### config.mk
export PLATFORM = sky130hd
export DESIGN_NAME = mail_address_skinner
export DESIGN_NICKNAME = d
export VERILOG_FILES = /design/src/hw/rtl/mas_pkg.sv /design/src/hw/rtl/mail_address_skinner.sv
export SDC_FILE = /design/constraint.sdc
export NUM_CORES = 1
export LEC_CHECK = 0
export BUFFER_PORTS_ARGS = -buffer_cell sky130_fd_sc_hd__buf_2
export CAP_MARGIN = 20
export CORE_UTILIZATION = 40
export CTS_CLUSTER_SIZE = 40
export DETAILED_ROUTE_END_ITERATION = 6
export SLEW_MARGIN = 25
export SYNTH_ARGS = -nofsm -noshare
export SYNTH_HDL_FRONTEND = slang
export SYNTH_SLANG_ARGS = --single-unit
export TNS_END_PERCENT = 50
### constraint.sdc
create_clock -name i_clk -period 12.15 [get_ports i_clk]
set_input_delay 1.8225 -clock i_clk [delete_from_list [all_inputs] [get_ports i_clk]]
set_output_delay 1.8225 -clock i_clk [all_outputs]
set_load 0.1 [all_outputs]
### src/hw/rtl/mas_pkg.sv
package mas_pkg;

    localparam int POS_W   = 11;
    localparam int RES_MAX = 5;
    localparam int RES_IW  = $clog2(RES_MAX);
    localparam int RES_CW  = $clog2(RES_MAX + 1);

    // configuration register indexes
    localparam logic CFG_TOKEN_MODE = 1'b0;
    localparam logic CFG_COMMA_MODE = 1'b1;

    localparam logic [7:0] CH_LPAREN = 8'h28;
    localparam logic [7:0] CH_RPAREN = 8'h29;
    localparam logic [7:0] CH_BSLASH = 8'h5C;
    localparam logic [7:0] CH_DQUOTE = 8'h22;
    localparam logic [7:0] CH_LT     = 8'h3C;
    localparam logic [7:0] CH_GT     = 8'h3E;
    localparam logic [7:0] CH_COMMA  = 8'h2C;
    localparam logic [7:0] CH_NL     = 8'h0A;
    localparam logic [7:0] CH_TAB    = 8'h09;
    localparam logic [7:0] CH_SPACE  = 8'h20;

    typedef enum logic [1:0] {
        KIND_BYTE   = 2'd0,
        KIND_REWIND = 2'd1,
        KIND_END    = 2'd2
    } t_kind;

    typedef enum logic [1:0] {
        ANG_NONE   = 2'd0,
        ANG_INSIDE = 2'd1,
        ANG_AFTER  = 2'd2
    } t_angle;

    typedef struct packed {
        logic [7:0] data_byte;
        logic       last;
    } t_in_word;

    typedef struct packed {
        t_kind            kind;
        logic [7:0]       out_byte;
        logic [POS_W-1:0] position;
        logic             terminated;
        logic             overflow;
    } t_out_word;

endpackage

### src/hw/rtl/mail_address_skinner.sv
// channel | direction | valid   | ready   | word
// input   | in        | i_valid | o_ready | i_data   (t_in_word)
// output  | out       | o_valid | i_ready | o_data   (t_out_word)
// config  | in        | i_cfg_wr_en  (no handshake) | i_cfg_index, i_cfg_data
//
// One input byte is parsed in the cycle it is accepted; its 0 to 5 result words
// land in a burst register and drain one per cycle, while i_ready allows, through
// the output register. A byte that yields at most one word is taken every cycle
// under that condition; a longer burst holds o_ready low until its last word loads.
// Reset is synchronous, active low, and clears parser state and configuration.
module mail_address_skinner #(
    parameter int MAX_LEN   = 1024,
    parameter int MAX_DEPTH = 31
) (
    input  logic                i_clk,
    input  logic                i_rst_n,
    input  logic                i_valid,
    output logic                o_ready,
    input  mas_pkg::t_in_word   i_data,
    output logic                o_valid,
    input  logic                i_ready,
    output mas_pkg::t_out_word  o_data,
    input  logic                i_cfg_wr_en,
    input  logic                i_cfg_index,
    input  logic                i_cfg_data
);
    import mas_pkg::*;

    localparam int CW = $clog2(MAX_LEN + 1);
    localparam int DW = $clog2(MAX_DEPTH + 1);
    localparam logic [CW-1:0] MAX_LEN_C   = CW'(MAX_LEN);
    localparam logic [DW-1:0] MAX_DEPTH_C = DW'(MAX_DEPTH);

    logic r_token_mode, r_comma_mode;

    t_angle        r_ang;
    logic          r_ps, r_ic, r_iq, r_qo, r_esc, r_td, r_ovf;
    logic [DW-1:0] r_dep;
    logic [CW-1:0] r_oc, r_rm, r_inc;

    t_angle        n_ang;
    logic          n_ps, n_ic, n_iq, n_qo, n_esc, n_td, n_ovf;
    logic [DW-1:0] n_dep;
    logic [CW-1:0] n_oc, n_rm, n_inc;

    t_out_word         r_burst [RES_MAX];
    logic [RES_CW-1:0] r_cnt, r_idx;
    t_out_word         n_res [RES_MAX];
    logic [RES_CW-1:0] n_cnt;

    logic      r_out_valid;
    t_out_word r_out;
    logic      have, load_out, accept;

    function automatic t_out_word mk(t_kind kind, logic [7:0] b, logic [CW-1:0] pos,
                                     logic term, logic ovf);
        t_out_word w;
        logic [31:0] wide;
        wide         = 32'(pos);
        w.kind       = kind;
        w.out_byte   = b;
        w.position   = wide[POS_W-1:0];
        w.terminated = term;
        w.overflow   = ovf;
        return w;
    endfunction

    assign have     = (r_idx != r_cnt);
    assign load_out = have && (!r_out_valid || i_ready);
    assign o_ready  = !have || (load_out && (r_idx + RES_CW'(1) == r_cnt));
    assign accept   = i_valid && o_ready;
    assign o_valid  = r_out_valid;
    assign o_data   = r_out;

    // parse one byte
    always_comb begin
        logic [7:0]    c;
        logic [CW-1:0] idx;
        logic          is_ws, vis_req, vis_q;
        logic          do_rewind, do_endtok, do_mark;
        logic [2:0]    want;
        logic [7:0]    bytes [3];

        c         = i_data.data_byte;
        idx       = r_inc;
        is_ws     = (c == CH_SPACE) || (c == CH_TAB) || (c == CH_NL);
        vis_req   = 1'b0;
        vis_q     = 1'b0;
        do_rewind = 1'b0;
        do_endtok = 1'b0;
        do_mark   = 1'b0;
        want      = '0;
        bytes[0]  = CH_SPACE;
        bytes[1]  = CH_DQUOTE;
        bytes[2]  = c;

        n_ang = r_ang;  n_ps = r_ps;   n_ic = r_ic;   n_iq = r_iq;
        n_qo  = r_qo;   n_esc = r_esc; n_td = r_td;   n_ovf = r_ovf;
        n_dep = r_dep;  n_oc = r_oc;   n_rm = r_rm;   n_inc = r_inc;
        n_cnt = '0;
        for (int i = 0; i < RES_MAX; i++) begin
            n_res[i] = mk(KIND_BYTE, 8'd0, '0, 1'b0, 1'b0);
        end

        if (!r_td) begin
            if (r_inc >= MAX_LEN_C) begin
                if (r_token_mode) begin
                    n_ovf = 1'b1;
                end
            end else begin
                n_inc = r_inc + CW'(1);
            end

            if (r_ic) begin
                if (r_esc) begin
                    n_esc = 1'b0;
                end else if (c == CH_BSLASH) begin
                    n_esc = 1'b1;
                end else if (c == CH_LPAREN) begin
                    if (r_dep < MAX_DEPTH_C) begin
                        n_dep = r_dep + DW'(1);
                    end
                end else if (c == CH_RPAREN) begin
                    if (r_dep > DW'(1)) begin
                        n_dep = r_dep - DW'(1);
                    end else begin
                        n_dep = '0;
                        n_ic  = 1'b0;
                    end
                end
            end else if (r_iq) begin
                if (!r_esc && c == CH_BSLASH) begin
                    n_esc = 1'b1;
                end else if (!r_esc && c == CH_DQUOTE) begin
                    want[2] = r_qo;
                    n_qo    = 1'b0;
                    n_iq    = 1'b0;
                    n_ps    = 1'b0;
                end else begin
                    n_esc   = 1'b0;
                    vis_req = 1'b1;
                    vis_q   = 1'b1;
                end
            end else if (c == CH_LPAREN) begin
                n_ic  = 1'b1;
                n_dep = DW'(1);
                n_esc = 1'b0;
                n_ps  = 1'b0;
            end else if (c == CH_DQUOTE) begin
                n_iq  = 1'b1;
                n_qo  = 1'b0;
                n_esc = 1'b0;
            end else if (is_ws) begin
                if (r_token_mode && (!r_comma_mode || c == CH_NL)) begin
                    do_endtok = 1'b1;
                end else begin
                    n_ps = 1'b1;
                end
            end else if (c == CH_COMMA) begin
                want[2] = 1'b1;
                if (r_ang != ANG_INSIDE) begin
                    if (r_token_mode) begin
                        do_endtok = 1'b1;
                    end else begin
                        do_mark = 1'b1;
                    end
                end
            end else if (c == CH_LT) begin
                do_rewind = 1'b1;
                n_ang     = ANG_INSIDE;
                n_ps      = 1'b0;
            end else if (c == CH_GT && r_ang == ANG_INSIDE) begin
                n_ang = ANG_AFTER;
            end else begin
                vis_req = 1'b1;
            end

            // visible byte: flush pending space, open quote if needed
            if (vis_req && r_ang != ANG_AFTER) begin
                if (n_ps) begin
                    n_ps    = 1'b0;
                    want[0] = 1'b1;
                end
                if (vis_q && !n_qo) begin
                    want[1] = 1'b1;
                    n_qo    = 1'b1;
                end
                want[2] = 1'b1;
            end

            for (int s = 0; s < 3; s++) begin
                if (want[s] && !r_token_mode) begin
                    if (n_oc >= MAX_LEN_C) begin
                        n_ovf = 1'b1;
                    end else begin
                        n_res[n_cnt[RES_IW-1:0]] = mk(KIND_BYTE, bytes[s], n_oc, 1'b0, 1'b0);
                        n_cnt = n_cnt + RES_CW'(1);
                        n_oc  = n_oc + CW'(1);
                    end
                end
            end

            if (do_mark) begin
                n_rm  = n_oc;
                n_ang = ANG_NONE;
            end
            if (do_rewind) begin
                n_oc = r_rm;
                if (!r_token_mode) begin
                    n_res[n_cnt[RES_IW-1:0]] = mk(KIND_REWIND, 8'd0, r_rm, 1'b0, 1'b0);
                    n_cnt = n_cnt + RES_CW'(1);
                end
            end
            if (do_endtok) begin
                n_res[n_cnt[RES_IW-1:0]] = mk(KIND_END, 8'd0, idx, 1'b1, n_ovf);
                n_cnt = n_cnt + RES_CW'(1);
                n_td  = 1'b1;
            end
        end

        if (i_data.last) begin
            if (!n_td) begin
                if (r_token_mode) begin
                    n_res[n_cnt[RES_IW-1:0]] = mk(KIND_END, 8'd0, n_inc, 1'b0, n_ovf);
                    n_cnt = n_cnt + RES_CW'(1);
                end else begin
                    if (n_iq && n_qo) begin
                        if (n_oc >= MAX_LEN_C) begin
                            n_ovf = 1'b1;
                        end else begin
                            n_res[n_cnt[RES_IW-1:0]] =
                                mk(KIND_BYTE, CH_DQUOTE, n_oc, 1'b0, 1'b0);
                            n_cnt = n_cnt + RES_CW'(1);
                            n_oc  = n_oc + CW'(1);
                        end
                    end
                    n_res[n_cnt[RES_IW-1:0]] = mk(KIND_END, 8'd0, n_oc, 1'b0, n_ovf);
                    n_cnt = n_cnt + RES_CW'(1);
                end
            end
            // drop all stream state at end of string
            n_ang = ANG_NONE; n_ps = 1'b0; n_ic = 1'b0; n_dep = '0;
            n_iq  = 1'b0;     n_qo = 1'b0; n_esc = 1'b0;
            n_oc  = '0;       n_rm = '0;   n_inc = '0; n_td = 1'b0; n_ovf = 1'b0;
        end
    end

    always_ff @(posedge i_clk) begin
        if (!i_rst_n) begin
            r_token_mode <= 1'b0;
            r_comma_mode <= 1'b0;
        end else if (i_cfg_wr_en) begin
            case (i_cfg_index)
                CFG_TOKEN_MODE: r_token_mode <= i_cfg_data;
                CFG_COMMA_MODE: r_comma_mode <= i_cfg_data;
                default: ;
            endcase
        end
    end

    always_ff @(posedge i_clk) begin
        if (!i_rst_n) begin
            r_ang <= ANG_NONE;
            r_ps  <= 1'b0;
            r_ic  <= 1'b0;
            r_iq  <= 1'b0;
            r_qo  <= 1'b0;
            r_esc <= 1'b0;
            r_td  <= 1'b0;
            r_ovf <= 1'b0;
            r_dep <= '0;
            r_oc  <= '0;
            r_rm  <= '0;
            r_inc <= '0;
        end else if (accept) begin
            r_ang <= n_ang;
            r_ps  <= n_ps;
            r_ic  <= n_ic;
            r_iq  <= n_iq;
            r_qo  <= n_qo;
            r_esc <= n_esc;
            r_td  <= n_td;
            r_ovf <= n_ovf;
            r_dep <= n_dep;
            r_oc  <= n_oc;
            r_rm  <= n_rm;
            r_inc <= n_inc;
        end
    end

    always_ff @(posedge i_clk) begin
        if (!i_rst_n) begin
            r_cnt <= '0;
            r_idx <= '0;
        end else if (accept) begin
            r_cnt <= n_cnt;
            r_idx <= '0;
        end else if (load_out) begin
            r_idx <= r_idx + RES_CW'(1);
        end
    end

    always_ff @(posedge i_clk) begin
        if (accept) begin
            r_burst <= n_res;
        end
    end

    always_ff @(posedge i_clk) begin
        if (!i_rst_n) begin
            r_out_valid <= 1'b0;
        end else if (load_out) begin
            r_out_valid <= 1'b1;
        end else if (i_ready) begin
            r_out_valid <= 1'b0;
        end
    end

    always_ff @(posedge i_clk) begin
        if (load_out) begin
            r_out <= r_burst[r_idx[RES_IW-1:0]];
        end
    end

`ifndef NO_ASSERTIONS
    a_drain_bound: assert property (@(posedge i_clk) disable iff (!i_rst_n)
        (r_idx <= r_cnt) && (r_cnt <= RES_CW'(RES_MAX)))
        else $error("burst drain index past word count");

    a_last_clears: assert property (@(posedge i_clk) disable iff (!i_rst_n)
        (accept && i_data.last) |=> (r_oc == '0) && (r_inc == '0) && !r_td && !r_ovf)
        else $error("stream state not cleared after last byte");

    a_count_bound: assert property (@(posedge i_clk) disable iff (!i_rst_n)
        (r_oc <= MAX_LEN_C) && (r_rm <= r_oc) && (r_inc <= MAX_LEN_C))
        else $error("output counters out of range");

    a_comment_depth: assert property (@(posedge i_clk) disable iff (!i_rst_n)
        r_ic == (r_dep != '0))
        else $error("comment flag and depth disagree");
`endif

endmodule

==> flow_summary.ini <==
[run_status]
status = finished with violations
violations = DRC

[place]
numPortBuffers = 40
detailed_place.area_sq_mm = 0.0136
dp_hpwl_um = 36200
gp_congestion = 1.00

[global_route]
grt_pass1_wl_um = 73200
track_usage = 0.297
gr-total-overflow = 0
grt_max_degree = 69
grt_antenna_before_repair = 1
grt_pass1_vias = 11300

[synth]
async_reset_ff_frac = 0
yosysWarnings = 0
synth_top_cell_by_area = edfxtp_1
synth_top_area_frac = 0.303
synth.most_common_cell = nand2_1
postSynthCellCount = 1462
ys_seq_elements = 187
syn-cell-area_sq_mm = 0.0130
synth_common_cells = 156 x nand2_1, 145 x nor2_1, 131 x edfxtp_1
synth-edff-count = 131
synthTopCellsByArea = edfxtp_1 30%, dfxtp_1 8.6%, nand2_1 4.5%
yosysUniqueCellTypes = 105
ys.flop_type = edfxtp_1
syn-mean-instance-area_sq_um = 8.88
synth_seq_area_share = 0.389

[clock_network]
postCtsSetupBuffers = 0
cts_hold_buffers = 0
cts_max_level = 4
clk_path_buf_depth = 2
cts_root_buf = clkbuf_16
cts_made_buffers = 17
cts_sinks = 187
clock_latency_ns = 0.46
cts_tree = built
clk_pin_slew_ns = 0.08
post_cts_resized = 0

[timing]
setup_viol = 0
rsz0062_at_grt = no
worst_pin_slew_ns = 1.11
period_needed_ns = 9.39
fmax_mhz = 106
hold_violations = 0
fin_tns_setup_ns = 0
period_share = 0.773
slew_headroom = 0.255
skew_ns = 0.0147
slew_violations = 0

[pwr]
pwr-share-seq = 0.392
p_comb_frac = 0.394
p_leak_nw = 4.92
switching_power_w = 0.00119
power.density_mw_per_mm2 = 189
irDropWorstVdd_uv = 142
clock_power_share = 0.214
intPower_w = 0.00150
switching_share = 0.441

[setup_path]
crit_path_max_incr_delay_ns = 0.78
cp_common_cell = nand2_1
crit_fanout = 11
cp.required_ns = 12.46
setup.worst_path.end_class = register
critical_path.startpoint_type = input pin
critPathArrivalTime_ns = 9.70
reg2reg_depth = 30
worst_path_max_delay_cell = mux2i_1
critPathKind = in2reg

[floorplanning]
start_util = 0.409
rows = 65
coreArea_sq_mm = 0.0317
die_w_um = 182
die_h_um = 182
ios = 41
die_area_sq_mm = 0.0332

[route]
drt-vias-per-instance = 6.38
routed_wl_um = 48700
wl_per_cell_um = 25.8
drt_first_pass_iters = 7
drtIter0Drc = 1396
antenna_left = 0
vias = 12000
drcViolationCount = 1

[final_layout]
syn_to_final_growth_pct = 9.44
fin_nets = 1510
finalInstanceArea_sq_mm = 0.0142
drive_gt1_frac = 0.123

[run]
drv_cap = 0

[hold_path]
hold_path_depth = 2
hold_path.class = reg2reg
-- power groups by stage --
| stage | registers (W) | logic [W] | clock network (W) |
|---|---|---|---|
| 2_1_floorplan | 0.00137 | 0.000500 | 0 |
| 3_3_place_gp | 0.00107 | 0.00105 | 0 |
| 3_5_place_dp | 0.00107 | 0.00105 | 0 |
| 4_1_cts | 0.00106 | 0.00106 | 0.000583 |
| 5_1_grt | 0.00107 | 0.00112 | 0.000606 |
| 6_report | 0.00105 | 0.00106 | 0.000576 |
-- metrics by stage --
step	hold slack [ns]	utilization	power (W)	worst slack [ns]	cells
2_1_floorplan	0.442	-	0.00187	4.08	1469
3_3_place_gp	0.459	0.428	0.00212	2.59	1854
3_5_place_dp	0.477	0.428	0.00212	2.55	1854
4_1_cts	0.490	0.447	0.00270	3.01	1886
5_1_grt	0.520	0.448	0.00280	2.20	1886
6_report	0.492	0.448	0.00269	2.76	1887
-- logic make-up (layout without fill, tap and decap cells) --
| logic type | Yosys count | in the layout | share of synthesized area |
|---|---|---|---|
| AND/OR/NAND/NOR | 558 | 558 | 0.218 |
| AO/OA/AOI/OAI | 435 | 435 | 0.230 |
| flip-flops | 187 | 187 | 0.389 |
| buffers and inverters | 140 | 155 | 0.0438 |
| XOR/XNOR | 59 | 59 | 0.0432 |
| multiplexers | 59 | 59 | 0.0540 |
| adder cells (fa/ha/maj) | 23 | 23 | 0.0222 |
| other | 1 | 9 | 0.000289 |
-- placed cells by master, fill, tap and decap left out, types with 8 or more instances in the layout --
cell / netlist / routed
a211oi_1: 14 / 14
a21boi_0: 13 / 13
a21oi_1: 99 / 99
a22oi_1: 21 / 21
a31oi_1: 20 / 20
and2_1: 16 / 16
and3_1: 20 / 20
buf_2: 13 / 40
buf_4: 1 / 29
clkbuf_16: 0 / 17
conb_1: 1 / 8
dfxtp_1: 56 / 54
edfxtp_1: 131 / 131
ha_1: 23 / 23
inv_1: 48 / 47
mux2i_1: 45 / 44
mux4_2: 8 / 8
nand2_1: 156 / 156
nand2b_1: 12 / 12
nand3_1: 45 / 45
nand4_1: 13 / 13
nor2_1: 145 / 144
nor2b_1: 34 / 33
nor3_1: 36 / 34
nor4_1: 13 / 13
o211ai_1: 19 / 19
o21a_1: 13 / 13
o21ai_0: 77 / 76
o21ai_1: 10 / 11
o22ai_1: 39 / 39
or2_2: 9 / 9
or3_1: 11 / 11
xnor2_1: 35 / 34
xor2_1: 19 / 19
-- registers in the layout, summed over array words and instances (netlist names) --
signal        cells
r_qo              1
r_iq              1
r_ovf             1
r_cnt             3
r_idx             3
o_data           23
r_dep             5
r_td              1
r_ps              1
r_comma_mode      1
r_token_mode      1
o_valid           1
r_oc             11
r_ang             2
r_esc             1
r_burst         108
r_inc            11
r_ic              1
r_rm             11
-- worst paths after layout --
check	startpoint	endpoint	slack, ns
min	r_ovf	r_ovf	0.49
min reg2reg	r_ovf	r_ovf	0.49
max	i_data[6]	r_burst[82]	2.76
max reg2reg	r_token_mode	r_burst[82]	3.69
-- cell type report --
type	instances	area, sq um
fillers	3184	17500
well taps	402	503
clock buffers	18	439
multi-input cells	1142	7420
flip-flops and latches	187	5060
diodes	1	2.50
inverters	54	205
clock inverters	14	166
repair buffers	69	418
-- routing by layer --
metal	wire length, um	global-route usage	vias to the layer above
met5	0	0	-
met2	21900	0.470	620
li1	-	-	5493
met4	1810	0.118	0
met3	4250	0.0541	128
met1	20700	0.401	5792
-- critical path: cells and delay by family --
family	cells	cell delay [ns]
AO/OA/AOI/OAI	6	1.98
XOR/XNOR	1	0.13
adder cells (fa/ha/maj)	4	1.11
buffers and inverters	4	0.52
multiplexers	2	1.02
AND/OR/NAND/NOR	13	3.11
Power figures use the tool's default switching activity.
